`src/rtl/bsl_pkg.sv`:
```
// ---------------------------------------------------------------------------
// bsl_pkg: shared types and constants of the build script lexer
// Token kinds, scan modes, character codes, byte classes and queue sizing.
// ---------------------------------------------------------------------------
package bsl_pkg;

   localparam int KIND_BITS        = 4;
   localparam int QUEUE_DEPTH      = 4;
   localparam int QUEUE_PTR_BITS   = 2;
   localparam int QUEUE_COUNT_BITS = 3;

   typedef enum logic [KIND_BITS-1:0] {
      KIND_COLON   = 4'd0,
      KIND_LBRACE  = 4'd1,
      KIND_RBRACE  = 4'd2,
      KIND_DOLLAR  = 4'd3,
      KIND_NEWLINE = 4'd4,
      KIND_COMMENT = 4'd5,
      KIND_IDENT   = 4'd6,
      KIND_NUMBER  = 4'd7,
      KIND_OTHER   = 4'd8
   } bsl_kind_type;

   // Kind of the token that is currently open, one-hot.
   typedef enum logic [3:0] {
      MODE_NONE    = 4'b0001,
      MODE_COMMENT = 4'b0010,
      MODE_IDENT   = 4'b0100,
      MODE_NUMBER  = 4'b1000
   } bsl_mode_type;

   // Control from the front end to the token queue.
   typedef struct packed {
      logic valid;
      logic two;
   } bsl_push_type;

   localparam logic [7:0] CHAR_NUL        = 8'h00;
   localparam logic [7:0] CHAR_LF         = 8'h0A;
   localparam logic [7:0] CHAR_CR         = 8'h0D;
   localparam logic [7:0] CHAR_HASH       = 8'h23;
   localparam logic [7:0] CHAR_DOLLAR     = 8'h24;
   localparam logic [7:0] CHAR_COLON      = 8'h3A;
   localparam logic [7:0] CHAR_UNDERSCORE = 8'h5F;
   localparam logic [7:0] CHAR_LBRACE     = 8'h7B;
   localparam logic [7:0] CHAR_RBRACE     = 8'h7D;

   function automatic logic is_letter(input logic [7:0] b);
      return ((b >= 8'h61) && (b <= 8'h7A)) || ((b >= 8'h41) && (b <= 8'h5A));
   endfunction

   function automatic logic is_digit(input logic [7:0] b);
      return (b >= 8'h30) && (b <= 8'h39);
   endfunction

   function automatic logic is_word(input logic [7:0] b);
      return is_letter(b) || is_digit(b) || (b == CHAR_UNDERSCORE);
   endfunction

endpackage

```
`src/rtl/bsl_channels_if.sv`:
```
// ---------------------------------------------------------------------------
// bsl channel interfaces
// Valid/ready channels for source bytes in and token records out.
// ---------------------------------------------------------------------------
interface bsl_req_if;
   logic       valid;
   logic       ready;
   logic [7:0] source_byte;
   logic       end_of_text;

   modport source (output valid, source_byte, end_of_text, input ready);
   modport sink   (input valid, source_byte, end_of_text, output ready);
endinterface

interface bsl_rsp_if #(
   parameter int LINE_BITS   = 16,
   parameter int COLUMN_BITS = 16,
   parameter int LENGTH_BITS = 16
);
   logic                   valid;
   logic                   ready;
   logic [3:0]             token_kind;
   logic [LINE_BITS-1:0]   start_line;
   logic [COLUMN_BITS-1:0] start_column;
   logic [LENGTH_BITS-1:0] token_length;
   logic                   run_last;

   modport source (output valid, token_kind, start_line, start_column, token_length,
                   run_last, input ready);
   modport sink   (input valid, token_kind, start_line, start_column, token_length,
                   run_last, output ready);
endinterface

```
`src/rtl/bsl_front.sv`:
```
// ---------------------------------------------------------------------------
// bsl_front: byte scanner
// Classifies each source byte, tracks the open token and the text position,
// and hands zero, one or two finished token records to the queue.
// ---------------------------------------------------------------------------
module bsl_front import bsl_pkg::*; #(
   parameter int LINE_BITS   = 16,
   parameter int COLUMN_BITS = 16,
   parameter int LENGTH_BITS = 16,
   localparam int RES_BITS   = KIND_BITS + LINE_BITS + COLUMN_BITS + LENGTH_BITS + 1
) (
   input  logic                clock,
   input  logic                reset,
   bsl_req_if.sink             req_if,
   input  logic                queue_full,
   output bsl_push_type        push,
   output logic [RES_BITS-1:0] first_result,
   output logic [RES_BITS-1:0] second_result
);

   bsl_mode_type           mode_ff, mode_in;
   logic [LINE_BITS-1:0]   pend_line_ff, pend_line_in;
   logic [COLUMN_BITS-1:0] pend_col_ff, pend_col_in;
   logic [LENGTH_BITS-1:0] pend_len_ff, pend_len_in;
   logic [LINE_BITS-1:0]   cur_line_ff, cur_line_in;
   logic [COLUMN_BITS-1:0] cur_col_ff, cur_col_in;

   logic                   accept;
   logic [7:0]             b;
   logic                   eot;
   logic [LINE_BITS-1:0]   adv_line;
   logic [COLUMN_BITS-1:0] adv_col;
   logic                   cont;
   logic                   start_word;
   logic [LENGTH_BITS-1:0] len_inc;
   logic [LENGTH_BITS-1:0] a_len;
   logic                   a_last;
   logic                   emit_a;
   logic                   emit_b;
   bsl_kind_type           pend_kind;
   bsl_kind_type           single_kind;
   bsl_kind_type           word_kind;
   bsl_kind_type           b_kind;
   bsl_mode_type           word_mode;
   logic [RES_BITS-1:0]    result_a;
   logic [RES_BITS-1:0]    result_b;

   assign req_if.ready = !queue_full;
   assign accept       = req_if.valid && req_if.ready;
   assign b            = req_if.source_byte;
   assign eot          = req_if.end_of_text;

   always_comb begin
      // Position after this byte; LF moves to the next line.
      adv_line = cur_line_ff;
      adv_col  = cur_col_ff;
      if (b == CHAR_LF) begin
         if (cur_line_ff != '1) adv_line = cur_line_ff + 1'b1;
         adv_col = COLUMN_BITS'(1);
      end else if ((b != CHAR_NUL) && !b[7]) begin
         if (cur_col_ff != '1) adv_col = cur_col_ff + 1'b1;
      end

      unique case (mode_ff)
         MODE_COMMENT: pend_kind = KIND_COMMENT;
         MODE_IDENT:   pend_kind = KIND_IDENT;
         default:      pend_kind = KIND_NUMBER;
      endcase

      unique case (b)
         CHAR_COLON:  single_kind = KIND_COLON;
         CHAR_LBRACE: single_kind = KIND_LBRACE;
         CHAR_RBRACE: single_kind = KIND_RBRACE;
         CHAR_DOLLAR: single_kind = KIND_DOLLAR;
         CHAR_LF:     single_kind = KIND_NEWLINE;
         default:     single_kind = KIND_OTHER;
      endcase

      if (b == CHAR_HASH) begin
         word_kind = KIND_COMMENT;
         word_mode = MODE_COMMENT;
      end else if (is_digit(b)) begin
         word_kind = KIND_NUMBER;
         word_mode = MODE_NUMBER;
      end else begin
         word_kind = KIND_IDENT;
         word_mode = MODE_IDENT;
      end

      cont       = (mode_ff == MODE_COMMENT) ? ((b != CHAR_CR) && (b != CHAR_LF))
                                             : is_word(b);
      start_word = (b == CHAR_HASH) || is_word(b);
      len_inc    = (pend_len_ff == '1) ? pend_len_ff : pend_len_ff + 1'b1;
      b_kind     = start_word ? word_kind : single_kind;

      emit_a      = 1'b0;
      emit_b      = 1'b0;
      a_last      = 1'b0;
      a_len       = pend_len_ff;
      mode_in     = mode_ff;
      pend_line_in = pend_line_ff;
      pend_col_in  = pend_col_ff;
      pend_len_in  = pend_len_ff;

      if ((mode_ff != MODE_NONE) && cont) begin
         // The byte extends the open token.
         pend_len_in = len_inc;
         a_len       = len_inc;
         if (eot) begin
            emit_a      = 1'b1;
            a_last      = 1'b1;
            mode_in     = MODE_NONE;
            pend_len_in = '0;
         end
      end else begin
         // Any open token ends here, then the byte starts a new token.
         emit_a       = (mode_ff != MODE_NONE);
         pend_line_in = cur_line_ff;
         pend_col_in  = cur_col_ff;
         pend_len_in  = LENGTH_BITS'(1);
         mode_in      = MODE_NONE;
         if (start_word && !eot) begin
            mode_in = word_mode;
         end else begin
            emit_b      = 1'b1;
            pend_len_in = '0;
         end
      end

      cur_line_in = eot ? LINE_BITS'(1) : adv_line;
      cur_col_in  = eot ? COLUMN_BITS'(1) : adv_col;

      result_a = {pend_kind, pend_line_ff, pend_col_ff, a_len, a_last};
      result_b = {b_kind, cur_line_ff, cur_col_ff, LENGTH_BITS'(1), 1'b1};
   end

   assign push.valid    = accept && (emit_a || emit_b);
   assign push.two      = emit_a && emit_b;
   assign first_result  = emit_a ? result_a : result_b;
   assign second_result = result_b;

   always_ff @(posedge clock) begin
      if (reset) begin
         mode_ff      <= MODE_NONE;
         pend_line_ff <= LINE_BITS'(1);
         pend_col_ff  <= COLUMN_BITS'(1);
         pend_len_ff  <= '0;
         cur_line_ff  <= LINE_BITS'(1);
         cur_col_ff   <= COLUMN_BITS'(1);
      end else if (accept) begin
         mode_ff      <= mode_in;
         pend_line_ff <= pend_line_in;
         pend_col_ff  <= pend_col_in;
         pend_len_ff  <= pend_len_in;
         cur_line_ff  <= cur_line_in;
         cur_col_ff   <= cur_col_in;
      end
   end

endmodule

```
`src/rtl/bsl_queue.sv`:
```
// ---------------------------------------------------------------------------
// bsl_queue: token queue
// Short FIFO of per-byte entries, each holding one or two token records.
// ---------------------------------------------------------------------------
module bsl_queue import bsl_pkg::*; #(
   parameter int ENTRY_BITS = 107
) (
   input  logic                  clock,
   input  logic                  reset,
   input  bsl_push_type          push,
   input  logic [ENTRY_BITS-1:0] push_data,
   input  logic                  pop,
   output logic                  head_valid,
   output logic [ENTRY_BITS-1:0] head_data,
   output logic                  full
);

   logic [ENTRY_BITS-1:0]       entry_ff [QUEUE_DEPTH];
   logic [QUEUE_PTR_BITS-1:0]   wr_ptr_ff, wr_ptr_in;
   logic [QUEUE_PTR_BITS-1:0]   rd_ptr_ff, rd_ptr_in;
   logic [QUEUE_COUNT_BITS-1:0] count_ff, count_in;

   assign head_valid = (count_ff != '0);
   assign full       = (count_ff == QUEUE_COUNT_BITS'(QUEUE_DEPTH));
   assign head_data  = entry_ff[rd_ptr_ff];

   always_comb begin
      wr_ptr_in = push.valid ? wr_ptr_ff + 1'b1 : wr_ptr_ff;
      rd_ptr_in = pop ? rd_ptr_ff + 1'b1 : rd_ptr_ff;
      count_in  = count_ff;
      if (push.valid && !pop) count_in = count_ff + 1'b1;
      else if (!push.valid && pop) count_in = count_ff - 1'b1;
   end

   always_ff @(posedge clock) begin
      if (push.valid) begin
         entry_ff[wr_ptr_ff] <= push_data;
      end
   end

   always_ff @(posedge clock) begin
      if (reset) begin
         wr_ptr_ff <= '0;
         rd_ptr_ff <= '0;
         count_ff  <= '0;
      end else begin
         wr_ptr_ff <= wr_ptr_in;
         rd_ptr_ff <= rd_ptr_in;
         count_ff  <= count_in;
      end
   end

   // The fill level never exceeds the queue depth.
   assert property (@(posedge clock) disable iff (reset)
      count_ff <= QUEUE_COUNT_BITS'(QUEUE_DEPTH))
      else $error("token queue overfilled");

   // The front end never writes into a full queue.
   assert property (@(posedge clock) disable iff (reset) !(push.valid && full))
      else $error("push into full token queue");

   // The back end never pops an empty queue.
   assert property (@(posedge clock) disable iff (reset) !(pop && !head_valid))
      else $error("pop from empty token queue");

   // A push without a pop raises the fill level by one.
   assert property (@(posedge clock) disable iff (reset)
      (push.valid && !pop) |=> (count_ff == $past(count_ff) + 1'b1))
      else $error("token queue count did not follow a push");

endmodule

```
`src/rtl/bsl_back.sv`:
```
// ---------------------------------------------------------------------------
// bsl_back: token emitter
// Drains queue entries and presents their token records one beat at a time.
// ---------------------------------------------------------------------------
module bsl_back import bsl_pkg::*; #(
   parameter int LINE_BITS   = 16,
   parameter int COLUMN_BITS = 16,
   parameter int LENGTH_BITS = 16,
   localparam int RES_BITS   = KIND_BITS + LINE_BITS + COLUMN_BITS + LENGTH_BITS + 1,
   localparam int ENTRY_BITS = 2 * RES_BITS + 1
) (
   input  logic                  clock,
   input  logic                  reset,
   input  logic                  head_valid,
   input  logic [ENTRY_BITS-1:0] head_data,
   output logic                  pop,
   bsl_rsp_if.source             rsp_if
);

   localparam int LEN_LO  = 1;
   localparam int COL_LO  = LEN_LO + LENGTH_BITS;
   localparam int LINE_LO = COL_LO + COLUMN_BITS;
   localparam int KIND_LO = LINE_LO + LINE_BITS;

   logic                sel_ff, sel_in;
   logic                head_two;
   logic                take;
   logic [RES_BITS-1:0] record;

   assign head_two = head_data[ENTRY_BITS-1];
   assign record   = sel_ff ? head_data[2*RES_BITS-1:RES_BITS] : head_data[RES_BITS-1:0];

   assign rsp_if.valid        = head_valid;
   assign rsp_if.token_kind   = record[KIND_LO +: KIND_BITS];
   assign rsp_if.start_line   = record[LINE_LO +: LINE_BITS];
   assign rsp_if.start_column = record[COL_LO +: COLUMN_BITS];
   assign rsp_if.token_length = record[LEN_LO +: LENGTH_BITS];
   assign rsp_if.run_last     = record[0];

   assign take   = rsp_if.valid && rsp_if.ready;
   assign pop    = take && (!head_two || sel_ff);
   assign sel_in = take ? (head_two && !sel_ff) : sel_ff;

   always_ff @(posedge clock) begin
      if (reset) begin
         sel_ff <= 1'b0;
      end else begin
         sel_ff <= sel_in;
      end
   end

   // The second record is selected only while a two-record entry is at the head.
   assert property (@(posedge clock) disable iff (reset) sel_ff |-> (head_valid && head_two))
      else $error("second record selected without a two-record entry");

endmodule

```
`src/rtl/build_script_lexer_unit.sv`:
```
// ---------------------------------------------------------------------------
// build_script_lexer_unit: streaming tokenizer for build script text
// Groups source bytes into tokens and reports kind, position and length.
// ---------------------------------------------------------------------------
// The unit takes one source byte per req_if beat and returns token records
// on rsp_if. Colon, braces, dollar and LF are one-byte tokens; a comment runs
// from '#' up to but not including CR or LF; identifiers and numbers continue
// over letters, digits and underscores; any other byte is a one-byte token of
// kind other. A token that spans several bytes is reported when the byte that
// ends it arrives, or at once when the byte marked end_of_text arrives, after
// which line and column return to 1 for the next text. A byte may produce no
// beat, one beat, or two beats (the closed token, then a one-byte token); the
// last beat caused by a byte carries run_last, except that a byte which closes
// a token and opens a new one yields a single beat with run_last low. Line,
// column and length saturate at their all-ones value. A byte is taken every
// cycle as long as the four-entry token queue between the scanner and the
// emitter has room; a byte's records are written into the queue as it is
// taken and reach rsp_if from its head. The result port drains one beat per
// cycle while rsp_if.ready is high, so two-beat bytes set the pace: a stream
// sustains one byte per cycle while it averages at most one beat per byte.
// ---------------------------------------------------------------------------
module build_script_lexer_unit import bsl_pkg::*; #(
   parameter int LINE_BITS   = 16,
   parameter int COLUMN_BITS = 16,
   parameter int LENGTH_BITS = 16
) (
   input  logic      clock,
   input  logic      reset,
   bsl_req_if.sink   req_if,
   bsl_rsp_if.source rsp_if
);

   localparam int RES_BITS   = KIND_BITS + LINE_BITS + COLUMN_BITS + LENGTH_BITS + 1;
   localparam int ENTRY_BITS = 2 * RES_BITS + 1;

   bsl_push_type          push;
   logic [RES_BITS-1:0]   first_result;
   logic [RES_BITS-1:0]   second_result;
   logic                  queue_full;
   logic                  head_valid;
   logic [ENTRY_BITS-1:0] head_data;
   logic                  pop;

   // Front end: classifies each byte and keeps the open token and position.
   bsl_front #(
      .LINE_BITS   (LINE_BITS),
      .COLUMN_BITS (COLUMN_BITS),
      .LENGTH_BITS (LENGTH_BITS)
   ) u_front (
      .clock         (clock),
      .reset         (reset),
      .req_if        (req_if),
      .queue_full    (queue_full),
      .push          (push),
      .first_result  (first_result),
      .second_result (second_result)
   );

   // Each queue entry carries a flag for a second record, then both records.
   bsl_queue #(
      .ENTRY_BITS (ENTRY_BITS)
   ) u_queue (
      .clock      (clock),
      .reset      (reset),
      .push       (push),
      .push_data  ({push.two, second_result, first_result}),
      .pop        (pop),
      .head_valid (head_valid),
      .head_data  (head_data),
      .full       (queue_full)
   );

   // Back end: serializes each entry into one or two result beats.
   bsl_back #(
      .LINE_BITS   (LINE_BITS),
      .COLUMN_BITS (COLUMN_BITS),
      .LENGTH_BITS (LENGTH_BITS)
   ) u_back (
      .clock      (clock),
      .reset      (reset),
      .head_valid (head_valid),
      .head_data  (head_data),
      .pop        (pop),
      .rsp_if     (rsp_if)
   );

endmodule

```
`src/flat_wrapper.sv`:
```
// flat-port wrapper written by rule: the top's interface ports become plain ports
module build_script_lexer_unit_flat import bsl_pkg::*;
#(
   parameter int LINE_BITS   = 16,
   parameter int COLUMN_BITS = 16,
   parameter int LENGTH_BITS = 16
)
  (clock, reset, req_if_valid, req_if_source_byte, req_if_end_of_text, req_if_ready, rsp_if_valid, rsp_if_token_kind, rsp_if_start_line, rsp_if_start_column, rsp_if_token_length, rsp_if_run_last, rsp_if_ready);
  bsl_req_if req_if_i ();
  bsl_rsp_if #(.LINE_BITS(LINE_BITS), .COLUMN_BITS(COLUMN_BITS), .LENGTH_BITS(LENGTH_BITS)) rsp_if_i ();
  input  logic clock;
  input  logic reset;
  input wire logic [$bits(req_if_i.valid)-1:0] req_if_valid;
  input wire logic [$bits(req_if_i.source_byte)-1:0] req_if_source_byte;
  input wire logic [$bits(req_if_i.end_of_text)-1:0] req_if_end_of_text;
  output wire logic [$bits(req_if_i.ready)-1:0] req_if_ready;
  output wire logic [$bits(rsp_if_i.valid)-1:0] rsp_if_valid;
  output wire logic [$bits(rsp_if_i.token_kind)-1:0] rsp_if_token_kind;
  output wire logic [$bits(rsp_if_i.start_line)-1:0] rsp_if_start_line;
  output wire logic [$bits(rsp_if_i.start_column)-1:0] rsp_if_start_column;
  output wire logic [$bits(rsp_if_i.token_length)-1:0] rsp_if_token_length;
  output wire logic [$bits(rsp_if_i.run_last)-1:0] rsp_if_run_last;
  input wire logic [$bits(rsp_if_i.ready)-1:0] rsp_if_ready;
  assign req_if_i.valid = req_if_valid;
  assign req_if_i.source_byte = req_if_source_byte;
  assign req_if_i.end_of_text = req_if_end_of_text;
  assign req_if_ready = req_if_i.ready;
  assign rsp_if_valid = rsp_if_i.valid;
  assign rsp_if_token_kind = rsp_if_i.token_kind;
  assign rsp_if_start_line = rsp_if_i.start_line;
  assign rsp_if_start_column = rsp_if_i.start_column;
  assign rsp_if_token_length = rsp_if_i.token_length;
  assign rsp_if_run_last = rsp_if_i.run_last;
  assign rsp_if_i.ready = rsp_if_ready;
  build_script_lexer_unit #(.LINE_BITS(LINE_BITS), .COLUMN_BITS(COLUMN_BITS), .LENGTH_BITS(LENGTH_BITS)) u_core (.clock(clock), .reset(reset), .req_if(req_if_i), .rsp_if(rsp_if_i));
endmodule
```
`config.mk`:
```
export PLATFORM = sky130hd
export DESIGN_NAME = build_script_lexer_unit_flat
export DESIGN_NICKNAME = d
export VERILOG_FILES = /design/src/rtl/bsl_pkg.sv /design/src/rtl/bsl_channels_if.sv /design/src/rtl/bsl_front.sv /design/src/rtl/bsl_queue.sv /design/src/rtl/bsl_back.sv /design/src/rtl/build_script_lexer_unit.sv /design/src/flat_wrapper.sv
export SDC_FILE = /design/constraint.sdc
export NUM_CORES = 1
export LEC_CHECK = 0
export ABC_CLOCK_PERIOD_IN_PS = 4200
export BUFFER_PORTS_ARGS = -buffer_cell sky130_fd_sc_hd__buf_2
export CAP_MARGIN = 20
export CORE_MARGIN = 10
export CORE_UTILIZATION = 40
export DETAILED_ROUTE_END_ITERATION = 8
export GPL_ROUTABILITY_DRIVEN = 0
export PLACE_DENSITY = 0.55
export SLEW_MARGIN = 10
export SYNTH_ARGS = -nofsm -noshare
export SYNTH_HDL_FRONTEND = slang
export SYNTH_SLANG_ARGS = --single-unit
```
`constraint.sdc`:
```
create_clock -name clock -period 4.2 [get_ports clock]
set_input_delay 0 -clock clock [delete_from_list [all_inputs] [get_ports clock]]
set_output_delay 0 -clock clock [all_outputs]
set_load 0.01 [all_outputs]
```
# Word level (Yosys, flattened, before mapping)
# Memory sizes are Yosys's and may differ from the RTL's. A register that Yosys moved wholly into a read port is not among the register bits.
# Cells that the tools add are included.
# totals
regBits	92
latchBits	0
ram_bits	360
romBits	0
input_bits	13
out_inout_bits	55
wordCells	117
mem_count	1
# mem_list
memory	depth	width	read_ports	rd_ports_with_merged_regs	write_ports	line_no	text
u_core.u_queue.entry_ff	4	90	1	1	1	bsl_queue.sv:18	logic [ENTRY_BITS-1:0] entry_ff [QUEUE_DEPTH];
# op_classes
addsub	7
multipliers	0
div	0
n_lt_le_gt_ge	6
n_eq_ne	17
n_shift	0
muxes	36
bitwise_logic	1
reduce_logical	39
# ops
cell	n
16-bit 2-to-1 mux	11
53-bit 2-to-1 mux	2
16-bit by 1-bit adder with 16-bit output (second input constant)	3
16-bit != test (second input constant)	2
8-bit by 6-bit == test with 1-bit output (second input constant)	3
8-bit by 7-bit == test with 1-bit output (second input constant)	3
4-bit 2-to-1 mux	6
4-bit one-hot mux with 5 select lines	1
16-bit == test (second input constant)	1
8-bit by 7-bit >= comparator with 1-bit output (second input constant)	2
8-bit by 7-bit less-or-equal comparator with 1-bit output (second input constant)	2
8-bit by 4-bit != test with 1-bit output (second input constant)	2
1-bit logical AND	15
1-bit 2-to-1 mux	10
3-bit nonzero test	3
8-bit by 4-bit == test with 1-bit output (second input constant)	1
8-bit by 6-bit >= comparator with 1-bit output (second input constant)	1
8-bit by 6-bit less-or-equal comparator with 1-bit output (second input constant)	1
8-bit nonzero test	1
1-bit logical NOT	7
1-bit logical OR	6
2-bit 2-to-1 mux	3
3-bit 2-to-1 mux	2
3-bit AND reduction	2
12 further kinds	16

# Logic depth before layout (Yosys ltp)
# logic_depth
ltp_word	15
mapped_depth	12
ltp_nobuf	11

# Cells and area by module
# A second synthesis with hierarchy kept.
# unflattened
hier_cells	1387
hier_area_um2	21866.0
# by_module_without_submodules
module	n_inst	cells_each	area_per_inst_um2	seq_area_each_um2
bsl_queue	1	603	15850.2	13032.5
bsl_front	1	717	5151.2	1681.6
bsl_back	1	67	864.6	20.0

# Worst setup path before layout
# OpenSTA, ideal clock, no wires.
# synth_path
path_kind	register -> register
from	reg u_core.u_front.mode_ff[0]
to	mem u_core.u_queue.entry_ff[0][0] (netlist name) (enable)
setup_time_ns	0.459
t_arrival_ns	3.937
required_ns	3.741
slack_ns	-0.196
path_stages_with_launch	7
n_path_buf	0
synth_period_minus_slack_ns	4.396
cell_sequence	dfxtp_1 or4b_1 a2111o_1 nand2_1 a21o_4 o221a_2 and2_1
# synth_lines
item	line_no	text
start, declared	bsl_front.sv:21	bsl_mode_type mode_ff, mode_in;
start signal, assigned	bsl_front.sv:151	mode_ff <= mode_in;
end, declared	bsl_queue.sv:18	

==> metrics.md <==
| Metric | Value |
|---|---|
| Status | finished clean |
| Share of cells above drive strength 1 | about 23% |
| Synth top area cells | edfxtp_1, mux4_2, dfxtp_1 |
| Number of vias per cell | 5.39 |
| First-pass GRT wire length | 66500 µm |
| Clock skew | 0.0193 ns |
| Unique cell type count in the Yosys netlist | 80 |
| Hold WS | 0.0273 ns |
| Yosys top cell area share | between 50% and 60% |
| Max-slew headroom | between 30% and 40% |
| CTS tree | yes |
| Final hold violations | 0 |
| Seq cells post-synth | approximately 450 |
| Final Max Slew Viols | 0 |
| Final period utilization | slightly below 80% |
| # fillers | 4131 |
| Startpoint types | flop |
| DR pass1 iterations | 5 |
| Maximum buffer depth of the clock tree | 3 |
| Post-Syn Area per Cell | 15.0 µm² |
| CTS Sinks | 454 |
| Footprint of the multi-input gates | 5900 µm² |
| CP Max Fanout | 7 |
| Die area | 56600 µm² |
| WP data arrival | 3.81 ns |
| Synth top cells by count | edfxtp_1, nand2_1, dfxtp_1, mux4_2, a21oi_1 |
| WL per Instance | 21.4 µm |
| Req. time, crit path | 4.70 ns |
| Max-cap violations | 0 |
| Die Y-Extent | 238 µm |
| Cell Area, Synth | 19000 µm² |
| Total GRT Usage | about 15% |
| Syn Nets | 1289 |
| CTS resizes | 0 |
| DP HPWL | 24300 µm |
| Sequential Area | around 13000 µm² |
| Nets | 1360 |
| Class of the worst hold path | input pin to flop |
| Actual slew at the worst max-slew pin | between 0.9 and 1 ns |
| Final ANT Viol Nets | 0 |
| Utilization after layout | 46.0% |
| Clk_lat worst skew | a little under 0.6 ns |
| Post-Place Cells | 1888 |
| # DRC | 0 |
| Max Fclk | 302 MHz |
| Peak supply drop | around 0.28 mV |
| Number of global-route vias before repair | 11100 |
| Iter 0 DRT Violations | 824 |
| # rows | just under 80 |
| Antenna fix cells | 0 |
| Cell Pwr Density | 544 nW/µm² |
| Critical path type | flop to flop |
| Vias | around 11000 |
| Clock Tree Root | clkbuf_16 |
| Leak | 7.13 nW |
| I/O Buffers | 67 |
| Post-CTS Hold Fix Bufs | 8 |
| Final setup fails | 0 |
| Post-synth EDFFs | 360 |
| Fin crit period | 3.31 ns |
| Seq/Total Area, Yosys | about 67% |
| Synthesis warning total | 0 |
| Area growth, synth to finish | 13.2% |
| Initial Util | 40.6% |
| Drt total wl | approximately 42000 µm |
| Postcts setup bufs | 0 |
| Reg clk slew, reported paths | about 0.06 ns |
| Post-synth ARST share | 0% |
| Dominant cell type by area after synthesis | edfxtp_1 |
| Boundary Pins | 68 |
| Mapped Cells | around 1300 |
| RSZ-0062 raised after global routing | false |
| Top_reg_cell synth | edfxtp_1 |
| Pin count of the biggest net entering global routing | 60 |
| Fin cells | between 1500 and 2000 |
| CP endpoint kind | flop |
| Die width | 238 µm |
| H-tree levels | 2 |
| Cell with the most instances after synthesis | edfxtp_1 |
| Grt ovf | 0 |
| Total CTS buffers | 47 |
| Setup TNS | 0 ns |
| Core Area | 46800 µm² |
| Initial antenna violation count | 1 |
## per-stage QoR
step	setup slack, ns	total power [mW]	area, µm²
2_1_floorplan	0.802	7.09	19000
3_3_place_gp	0.934	8.00	20000
3_5_place_dp	0.897	8.01	20000
4_1_cts	0.893	11.9	21500
5_1_grt	0.742	12.3	21500
6_report	0.888	11.7	21500
## layout make-up
| class | instances | share of cell area [%] |
|---|---|---|
| clock buffers | 68 | 6.02 |
| flip-flops and latches | 454 | 59.1 |
| inverters | 16 | 0.279 |
| clock inverters | 17 | 0.524 |
| well taps | 607 | 3.53 |
| repair buffers | 97 | 3.17 |
| multi-input cells | 722 | 27.4 |
## worst max-delay path, stage by stage (launching register included)
cell	delay [ns]
dfxtp_1	0.34
or4b_1	0.64
a2111o_1	0.41
nand2_1	0.16
a21o_4	0.12
o221a_2	0.29
ha_1	0.22
inv_1	0.06
fa_1	0.37
xor2_1	0.18
or3_1	0.31
a21oi_1	0.15
## state kept, by name, summed over array words and instances, names as in the netlist, named ones only
signal / flops
u_core.u_back.sel_ff: 1
u_core.u_front.cur_col_ff: 16
u_core.u_front.cur_line_ff: 16
u_core.u_front.mode_ff: 4
u_core.u_front.pend_col_ff: 16
u_core.u_front.pend_len_ff: 16
u_core.u_front.pend_line_ff: 16
u_core.u_queue.count_ff: 3
u_core.u_queue.entry_ff: 360
u_core.u_queue.rd_ptr_ff: 2
u_core.u_queue.wr_ptr_ff: 2
## cell usage in the layout, fill, tap and decap left out, types with 5 or more instances in the layout
master           n
buf_4           14
xnor2_1         18
a311oi_1         5
clkbuf_16       47
nand3_1         55
xor2_1          11
dlygate4sd3_1    8
buf_2           67
or2_2            5
and3_1          11
nor2b_1          8
nand4_1         13
o21ai_0         53
or3_1           15
clkbuf_1        17
nor4_1           5
a21oi_1         65
a31oi_1          6
mux2_2          10
nor3_1          11
nor2_1          57
ha_1             8
clkinv_2        11
inv_1           15
o22a_1           7
a211oi_1         8
and2_1          16
mux4_2          90
mux2_4          23
dfxtp_1         91
buf_12           8
nand2_1        146
nand2b_1         8
edfxtp_1       360
## cell families (layout without fill, tap and decap cells)
kind of cell / after synthesis / in the layout / share of synthesized area (%)
simple gates: 379 / 379 / 9.70
mux: 127 / 127 / 13.3
xor+xnor: 29 / 29 / 1.34
flops: 454 / 454 / 66.8
fa+ha+maj: 9 / 9 / 0.632
buf+inv: 91 / 198 / 2.26
compound gates: 178 / 178 / 5.99
## power by group
group          internal, mW  switching, mW  leakage [nW]
clock network          2.20           1.67         0.695
logic                  1.04           1.36          2.29
registers              5.25          0.187          4.15
total                  8.49           3.21          7.13
## per-layer routing
layer / part of all wire (%) / GRT usage, %
met2: 48 / 24.7
met3: 4.5 / 2.84
met4: 1.5 / 3.52
met5: 0 / 0
met1: 46 / 20.3
## path summary, 6_finish.rpt
kind / start / to / slack [ns] / cells past startpoint
setup reg to reg: u_core.u_front.mode_ff[2] / u_core.u_queue.count_ff[2] / 0.89 / 11
hold reg to reg: u_core.u_front.pend_col_ff[0] / u_core.u_front.pend_col_ff[0] / 0.47 / 1
hold / removal: req_if_end_of_text / u_core.u_front.pend_len_ff[2] / 0.03 / 3
setup / recovery: u_core.u_front.mode_ff[2] / u_core.u_queue.count_ff[2] / 0.89 / 11
Note: power is estimated with default switching activity, not from simulation.
